[config.mk]
export PLATFORM = sky130hd
export DESIGN_NAME = mma_ctrl
export DESIGN_NICKNAME = d
export VERILOG_FILES = /design/src/hdl/mma_pkg.sv /design/src/hdl/mma_ctrl.sv
export SDC_FILE = /design/constraint.sdc
export NUM_CORES = 1
export LEC_CHECK = 0
export BUFFER_PORTS_ARGS = -buffer_cell sky130_fd_sc_hd__clkbuf_2
export CAP_MARGIN = 10
export CORE_AREA = 2 2 39 41
export DETAILED_ROUTE_END_ITERATION = 7
export DIE_AREA = 0 0 41 43
export GPL_ROUTABILITY_DRIVEN = 1
export GPL_TIMING_DRIVEN = 0
export SYNTH_ARGS = -nofsm -noshare
export SYNTH_HDL_FRONTEND = slang
export SYNTH_SLANG_ARGS = --single-unit
[constraint.sdc]
create_clock -name clk_i -period 1.6 [get_ports clk_i]
set_input_delay 0.16 -clock clk_i [delete_from_list [all_inputs] [get_ports clk_i]]
set_output_delay 0.16 -clock clk_i [all_outputs]
set_load 0.01 [all_outputs]
[src/hdl/mma_pkg.sv]
// Shared types and constants for the matrix multiply-accumulate block.
package mma_pkg;

  localparam int unsigned VALUE_W = 32;
  localparam int unsigned ACTION_W = 2;
  localparam int unsigned SIZE_W = 7;

  localparam logic [SIZE_W-1:0] SIZE_RESET = 7'd64;

  localparam logic [ACTION_W-1:0] ACT_LOAD_A = 2'd0;
  localparam logic [ACTION_W-1:0] ACT_LOAD_B = 2'd1;
  localparam logic [ACTION_W-1:0] ACT_UPDATE_C = 2'd2;

  localparam logic signed [VALUE_W-1:0] RES_MAX = 32'sh7FFF_FFFF;
  localparam logic signed [VALUE_W-1:0] RES_MIN = 32'sh8000_0000;

  typedef enum logic [2:0] {
    ST_IDLE,
    ST_DIV,
    ST_SETUP,
    ST_MAC,
    ST_DRAIN,
    ST_ROUND,
    ST_OUT
  } state_e;

  typedef struct packed {
    logic load_a;
    logic load_b;
    logic start_c;
    logic div_step;
    logic mac_setup;
    logic mac_issue;
    logic round;
    logic out_load;
  } cmd_t;

  typedef struct packed {
    logic div_last;
    logic mac_last;
    logic pipe_empty;
    logic out_free;
  } status_t;

endpackage

[src/hdl/mma_ctrl.sv]
// Controller state machine that sequences loads, index split, dot product and output.
module mma_ctrl
  import mma_pkg::*;
(
  input  logic                clk_i,
  input  logic                rst_ni,
  input  logic                in_valid_i,
  input  logic [ACTION_W-1:0] in_action_i,
  input  status_t             status_i,
  output logic                in_ready_o,
  output cmd_t                cmd_o,
  output state_e              state_o
);

  state_e state_q, state_d;

  always_ff @(posedge clk_i or negedge rst_ni) begin
    if (!rst_ni) begin
      state_q <= ST_IDLE;
    end else begin
      state_q <= state_d;
    end
  end

  always_comb begin
    state_d = state_q;
    unique case (state_q)
      ST_IDLE: begin
        if (in_valid_i && (in_action_i == ACT_UPDATE_C)) begin
          state_d = ST_DIV;
        end
      end
      ST_DIV: begin
        if (status_i.div_last) begin
          state_d = ST_SETUP;
        end
      end
      ST_SETUP: begin
        state_d = ST_MAC;
      end
      ST_MAC: begin
        if (status_i.mac_last) begin
          state_d = ST_DRAIN;
        end
      end
      ST_DRAIN: begin
        if (status_i.pipe_empty) begin
          state_d = ST_ROUND;
        end
      end
      ST_ROUND: begin
        state_d = ST_OUT;
      end
      ST_OUT: begin
        if (status_i.out_free) begin
          state_d = ST_IDLE;
        end
      end
      default: begin
        state_d = ST_IDLE;
      end
    endcase
  end

  always_comb begin
    cmd_o = '0;
    in_ready_o = 1'b0;
    unique case (state_q)
      ST_IDLE: begin
        in_ready_o = 1'b1;
        cmd_o.load_a = in_valid_i && (in_action_i == ACT_LOAD_A);
        cmd_o.load_b = in_valid_i && (in_action_i == ACT_LOAD_B);
        cmd_o.start_c = in_valid_i && (in_action_i == ACT_UPDATE_C);
      end
      ST_DIV: begin
        cmd_o.div_step = 1'b1;
      end
      ST_SETUP: begin
        cmd_o.mac_setup = 1'b1;
      end
      ST_MAC: begin
        cmd_o.mac_issue = 1'b1;
      end
      ST_DRAIN: begin
      end
      ST_ROUND: begin
        cmd_o.round = 1'b1;
      end
      ST_OUT: begin
        cmd_o.out_load = status_i.out_free;
      end
      default: begin
      end
    endcase
  end

  assign state_o = state_q;

endmodule

==> results.md, run 1 <==
- Routed vias: 313
- Synthesized area per cell: 8.88 µm²
- P&R area growth vs syn: 58.7%
- Top-Level Pins: 21
- Syn Nets: 39
- Outcome: finished, final reports clean
- Part of the Yosys area used for sequential elements: 0.282
- Worst Path Required: 1.44 ns
- CTS tree: done
- Buffers on Ports: 20
- GPL Wtd Cong: 0.782
- Clk Latency, worst-skew pair: roughly 0.24 ns
- Largest net degree at the start of global routing: 11
- Die H: 43 µm
- Power per cell area: about 1800 mW/mm²
- Postcts setup bufs: 0
- Clock sinks: 3
- Kind of critical path: register to output port
- Yosys warning total: 0
- H-tree Lvls: 1
- Core Rows: 14
- Cell taking the most area after synthesis: dfrtp_1
- Per-cell routed wire length: 9.73 µm
- Initial antenna violation count: 0
- Cell Area, Synth: 267 µm²
- Worst slew pin tran: 0.263 ns
- Highest Clock Rate: 0.671 GHz
- Drt first pass iters: 4
- VDD IR max: 0.686 mV
- Layout cells sized above 1: 0.509
- DRT iter0 DRCs: 6
- Final nets: 65
- N_diodes: 0
- Synth Flop Type: dfrtp_1
- DRC Markers: 0
- Root Driver: clkbuf_4
- Final setup TNS: 0 ns
- CP Capture Type: output port
- Total track usage: 0.0905
- Critical path's slowest cell: dfrtp_1
- Worst-path clk slew: 0.04 ns
- Top post-synthesis cells by area: dfrtp_1 28%, and4b_1 7.5%, o21ai_0 5.6%, a211oi_2 4.7%, and4bb_1 4.7%
- Drt total wl: roughly 690 µm
- Width of the die: 41 µm
- CP max stage delay: 0.42 ns
- Syn Inst Count: 30
- Synth top cells by count: 3 x dfrtp_1, 3 x nor2_1, 3 x o21ai_0
- Cell leakage power: around 0.22 nW
- Final period util: 0.931
- Yosys cell types: 22
- Post-Route Utilization: 0.306
- Crit path DAT: 1.33 ns
- Post-route ant nets: 0
- Number of synthesized flops with an enable pin: 0
- Top-area cell type share of the netlist area: 0.282
- Relative slew slack: 0.825
- Max Slew Vio Count: 0
- Clock period minus worst slack: 1.49 ns
- First-pass GRT wire length: 1.03 mm
- Routed vias/inst: roughly 4.4
- Hold Crit Class: primary input to register
- Hold Fails Final Rpt: 0
- Register bit count reported by yosys: 3
- Worst Clk Skew: approximately 0.0036 ns
- Post_cts resized: 0
- Grt ovf: 0
- Worst-path cell chain: buf_4 -> nor3_2 -> and4bb_1 -> clkbuf_2
- Synth async-reset ratio: 1.00
- Max_cap viols: 0
- Starting density of the core: 0.193
- # setup viols final: 0
- Setup WS pre-CTS: 0.342 ns
- Worst setup SP type: register
- Max reg flops: 3
- CTS buffer count: 3
- Die area: 0.00176 mm²
- Final WS setup: 0.110 ns
- Max FO, Critical Path: 10
- Core ar.: 0.00138 mm²
- Number of global-route vias before repair: 275
- RSZ-0062 raised after global routing: false
- Clock buffer depth: 2
-- through the flow --
step,hold WS (ns),std cells,instance area [µm²],power (W)
6_report,0.203,71,423,0.000743
5_1_grt,0.205,71,423,0.000808
4_1_cts,0.207,71,423,0.000753
3_5_place_dp,-0.0400,66,387,0.000609
3_3_place_gp,-0.0424,66,387,0.000609
2_1_floorplan,-0.136,30,267,0.000459
-- metal layers --
| layer | vias to the layer above | GRT usage | wire length, µm |
|---|---|---|---|
| met5 | - | 0 | 0 |
| met2 | 12 | 0.141 | 359 |
| met1 | 139 | 0.0871 | 272 |
| li1 | 162 | - | - |
| met4 | 0 | 0.100 | 0 |
| met3 | 0 | 0.0157 | 60 |
-- layout by cell type (no fill, tap or decap), drive strengths merged --
cell	count
clkbuf	24
nor2	3
o21ai	3
dfrtp	3
nor3	3
buf	3
and4b	2
nand2b	1
inv	1
nor3b	1
and3	1
nand4bb	1
and4bb	1
a211oi	1
or2b	1
a222oi	1
or2	1
nand2	1
nand3	1
a22o	1
dlygate4sd3	1
-- where the power goes --
group          internal [W]  switching (W)  leakage [nW]
Sequential         0.000112      0.0000286        0.0371
Clock             0.0000936      0.0000421        0.0150
Combinational      0.000216       0.000250         0.171
-- worst max-delay path, delay by kind of cell (launching register included) --
| kind | cells | cell delay, ns |
|---|---|---|
| flops | 1 | 0.42 |
| buf+inv | 2 | 0.31 |
| simple gates | 2 | 0.36 |
-- what timing repair did --
action,CTS,global route
endpoints found under the setup margin,0,0
hold buffers,1,0
endpoints found under the hold margin,3,0
-- worst paths after layout --
path	startpoint	end	slack, ns	cells after the start
setup reg to reg	state_o[1]	state_o[0]	0.42	4
min in group asynchronous	rst_ni	state_o[2]	0.25	2
setup / recovery	state_o[2]	cmd_o[7]	0.11	4
hold reg to reg	state_o[1]	state_o[1]	0.68	3
max in group asynchronous	rst_ni	state_o[0]	1.23	2
hold / removal	status_i[3]	state_o[1]	0.20	3
-- kinds of logic (layout without fill, tap and decap cells) --
kind of cell | Yosys count | in the layout | synth area share
simple gates | 17 | 17 | 0.441
buf+inv | 4 | 29 | 0.103
compound gates | 6 | 6 | 0.174
flops | 3 | 3 | 0.282
-- area by class of cell --
cell class                      count  area [µm²]
Buffer                              3        23.8
Clock buffer                        4        26.3
Fill cell                         157         961
Inverter                            1        3.75
Multi-Input combinational cell     23         164
Sequential cell                     3        75.1
Tap cell                           16        20.0
Timing Repair Buffer               21         110
No activity file was read; power rests on OpenSTA's default activity.
==> run 2, diff against run 1 <==
--- a/config.mk
+++ b/config.mk
@@ -7,9 +7,9 @@
 export LEC_CHECK = 0
 export BUFFER_PORTS_ARGS = -buffer_cell sky130_fd_sc_hd__clkbuf_2
 export CAP_MARGIN = 10
-export CORE_AREA = 2 2 39 41
+export CORE_AREA = 5 5 42 44
 export DETAILED_ROUTE_END_ITERATION = 7
-export DIE_AREA = 0 0 41 43
+export DIE_AREA = 0 0 47 49
 export GPL_ROUTABILITY_DRIVEN = 1
 export GPL_TIMING_DRIVEN = 0
 export SYNTH_ARGS = -nofsm -noshare
==> results.md, run 2 (synthesis results as in run 1) <==
- Outcome: finished, final reports clean (unchanged)
- Drt first pass iters: 4 (unchanged)
- Number of cells on the critical path: 4 (unchanged)
- Postcts setup bufs: 0 (unchanged)
- Final nets: 65 (unchanged)
- Routed wl met3: 54 µm (was 60 µm)
- Detail Placement HPWL: 628 µm
- Cell leakage power: 0.222 nW (was 0.223 nW)
- Total track usage: 0.0817 (was 0.0905)
- P&R area growth vs syn: 59.2% (was 58.7%)
- M1 wire length: 271 µm (was 272 µm)
- Kind of critical path: register to output port (unchanged)
- Max FO, Critical Path: 10 (unchanged)
- Root Driver: clkbuf_4 (unchanged)
- R2R Path Start: state_o[1] (unchanged)
- Starting density of the core: 0.190 (was 0.193)
- Routed vias/inst: 4.61 (was 4.41)
- Die H: 49 µm (was 43 µm)
- Register-to-Register Setup Slack: 0.43 ns (was 0.42 ns)
- DRC Markers: 0 (unchanged)
- Crit path DAT: 1.33 ns (about the same)
- Hold Fails Final Rpt: 0 (unchanged)
- RR Endpoint: state_o[0] (unchanged)
- Cells on worst reg2reg path: 4 (unchanged)
- Crit-path leading delay family: flip-flops (unchanged)
- Largest net degree at the start of global routing: 11 (unchanged)
- First-pass GRT wire length: 1.30 mm (was 1.03 mm)
- Top Metal Used: met3 (unchanged)
- Width of the die: 47 µm (was 41 µm)
- Routed vias: 327 (was 313)
- Relative slew slack: 0.830 (was 0.825)
- Post-Route Utilization: 0.303 (was 0.306)
- CTS tree: done (unchanged)
- # setup viols final: 0 (unchanged)
- Clock buffer depth: 2 (unchanged)
- Initial antenna violation count: 0 (unchanged)
- Worst Path Required: 1.44 ns (about the same)
- Clock sinks: 3 (unchanged)
- Hold slack: 0.206 ns (was 0.203 ns)
- CP max stage delay: 0.43 ns (was 0.42 ns)
- CP Capture Type: output port (unchanged)
- N_diodes: 0 (unchanged)
- Drt total wl: 754 µm (was 691 µm)
- DRT iter0 DRCs: 9 (was 6)
- Post-route ant nets: 0 (unchanged)
- Power per cell area: 1750 mW/mm² (was 1760 mW/mm²)
- H-tree Lvls: 1 (unchanged)
- Most common cell after layout, fill and taps aside: clkbuf_2 (unchanged)
- RSZ-0062 raised after global routing: false (unchanged)
- Setup WS pre-CTS: 0.333 ns (was 0.342 ns)
- Final WS setup: 0.113 ns (was 0.110 ns)
- Beginning of the critical path: state_o[2] (unchanged)
- Max Slew Vio Count: 0 (unchanged)
- Buffers on Ports: 20 (unchanged)
- Hold Crit Class: primary input to register (unchanged)
- Worst Clk Skew: 0.00133 ns (was 0.00361 ns)
- Die area: 0.00230 mm² (was 0.00176 mm²)
- Core Rows: 14 (unchanged)
- VDD IR max: 0.737 mV (was 0.686 mV)
- Per-cell routed wire length: 10.6 µm (was 9.73 µm)
- Top-Level Pins: 21 (unchanged)
- Grt ovf: 0 (unchanged)
- Total power: 0.000741 W (was 0.000743 W)
- Max reg flops: 3 (unchanged)
- Clk Latency, worst-skew pair: 0.23 ns (was 0.24 ns)
- Critical path's slowest cell: dfrtp_2 (was dfrtp_1)
- CTS buffer count: 3 (unchanged)
- Layout cells sized above 1: 0.527 (was 0.509)
- Buffers and inverters on the worst path: 2 (unchanged)
- Worst setup SP type: register (unchanged)
- Number of global-route vias before repair: 315 (was 275)
- Highest Clock Rate: 0.672 GHz (was 0.671 GHz)
- Worst-path clk slew: 0.04 ns (about the same)
- Most frequent cells in the layout: 20 x clkbuf_2, 3 x nor2_1, 3 x o21ai_0, 3 x clkbuf_4 (was 20 x clkbuf_2, 3 x nor2_1, 3 x o21ai_0, 3 x clkbuf_4, 3 x dfrtp_1)
- Max_cap viols: 0 (unchanged)
- Setup crit end: cmd_o[7] (unchanged)
- Worst-path cell chain: buf_4 -> nor3_2 -> and4bb_1 -> clkbuf_2 (unchanged)
- Metal2 WL: 428 µm (was 359 µm)
- Final setup TNS: 0 ns (unchanged)
- Worst slew pin tran: 0.255 ns (was 0.263 ns)
- Core ar.: 0.00140 mm² (was 0.00138 mm²)
- Final period util: 0.930 (was 0.931)
- GPL Wtd Cong: 0.703 (was 0.782)
- Clock period minus worst slack: 1.49 ns (about the same)
run 2: changes by cell type in the layout (fill, tap and decap cells not counted):
| cell | change |
|---|---|
| dfrtp_1 | -1 |
| dfrtp_2 | +1 |
run 2: layout make-up:
| cell class | instances | area (µm²) |
|---|---|---|
| fillers | 179 | 977 |
| repair buffers | 21 | 110 |
| flip-flops and latches | 3 | 76.3 |
| multi-input cells | 23 | 164 |
| clock buffers | 4 | 26.3 |
| inverters | 1 | 3.75 |
| plain buffers | 3 | 23.8 |
| well taps | 16 | 20.0 |
run 2: through the flow:
stage | cells | cell area (µm²)
2_1_floorplan | 30 | 267
3_3_place_gp | 66 | 387
3_5_place_dp | 66 | 387
4_1_cts | 71 | 423
5_1_grt | 71 | 424
6_report | 71 | 424
run 2: worst min path at each step:
stage,from,to,slack (ns),cells past startpoint
final,status_i[2],state_o[2],0.21,2
after global routing,status_i[2],state_o[2],0.22,2
after CTS,status_i[2],state_o[2],0.20,2
after detailed placement,rst_ni,state_o[1],-0.04,1
after global placement,rst_ni,state_o[1],-0.04,1
after floorplan,rst_ni,state_o[0],-0.14,0
run 2: routing by layer:
metal	global-route usage	up-vias
met5	0	-
met4	0.0829	0
met3	0.0295	0
met2	0.111	10
met1	0.0903	154
li1	-	163
run 2: report_power, final:
part           internal, W  total [W]  switching [W]
sequential        0.000114   0.000143      0.0000287
clock            0.0000935   0.000134      0.0000404
combinational     0.000216   0.000464       0.000248
run 2: repair_timing:
| item | 4_1_cts | 5_1_grt |
|---|---|---|
| setup endpoints to repair | 0 | 1 |
| hold buffers | 1 | 0 |
| hold endpoints to repair | 3 | 0 |
| gates resized for setup | 0 | 1 |
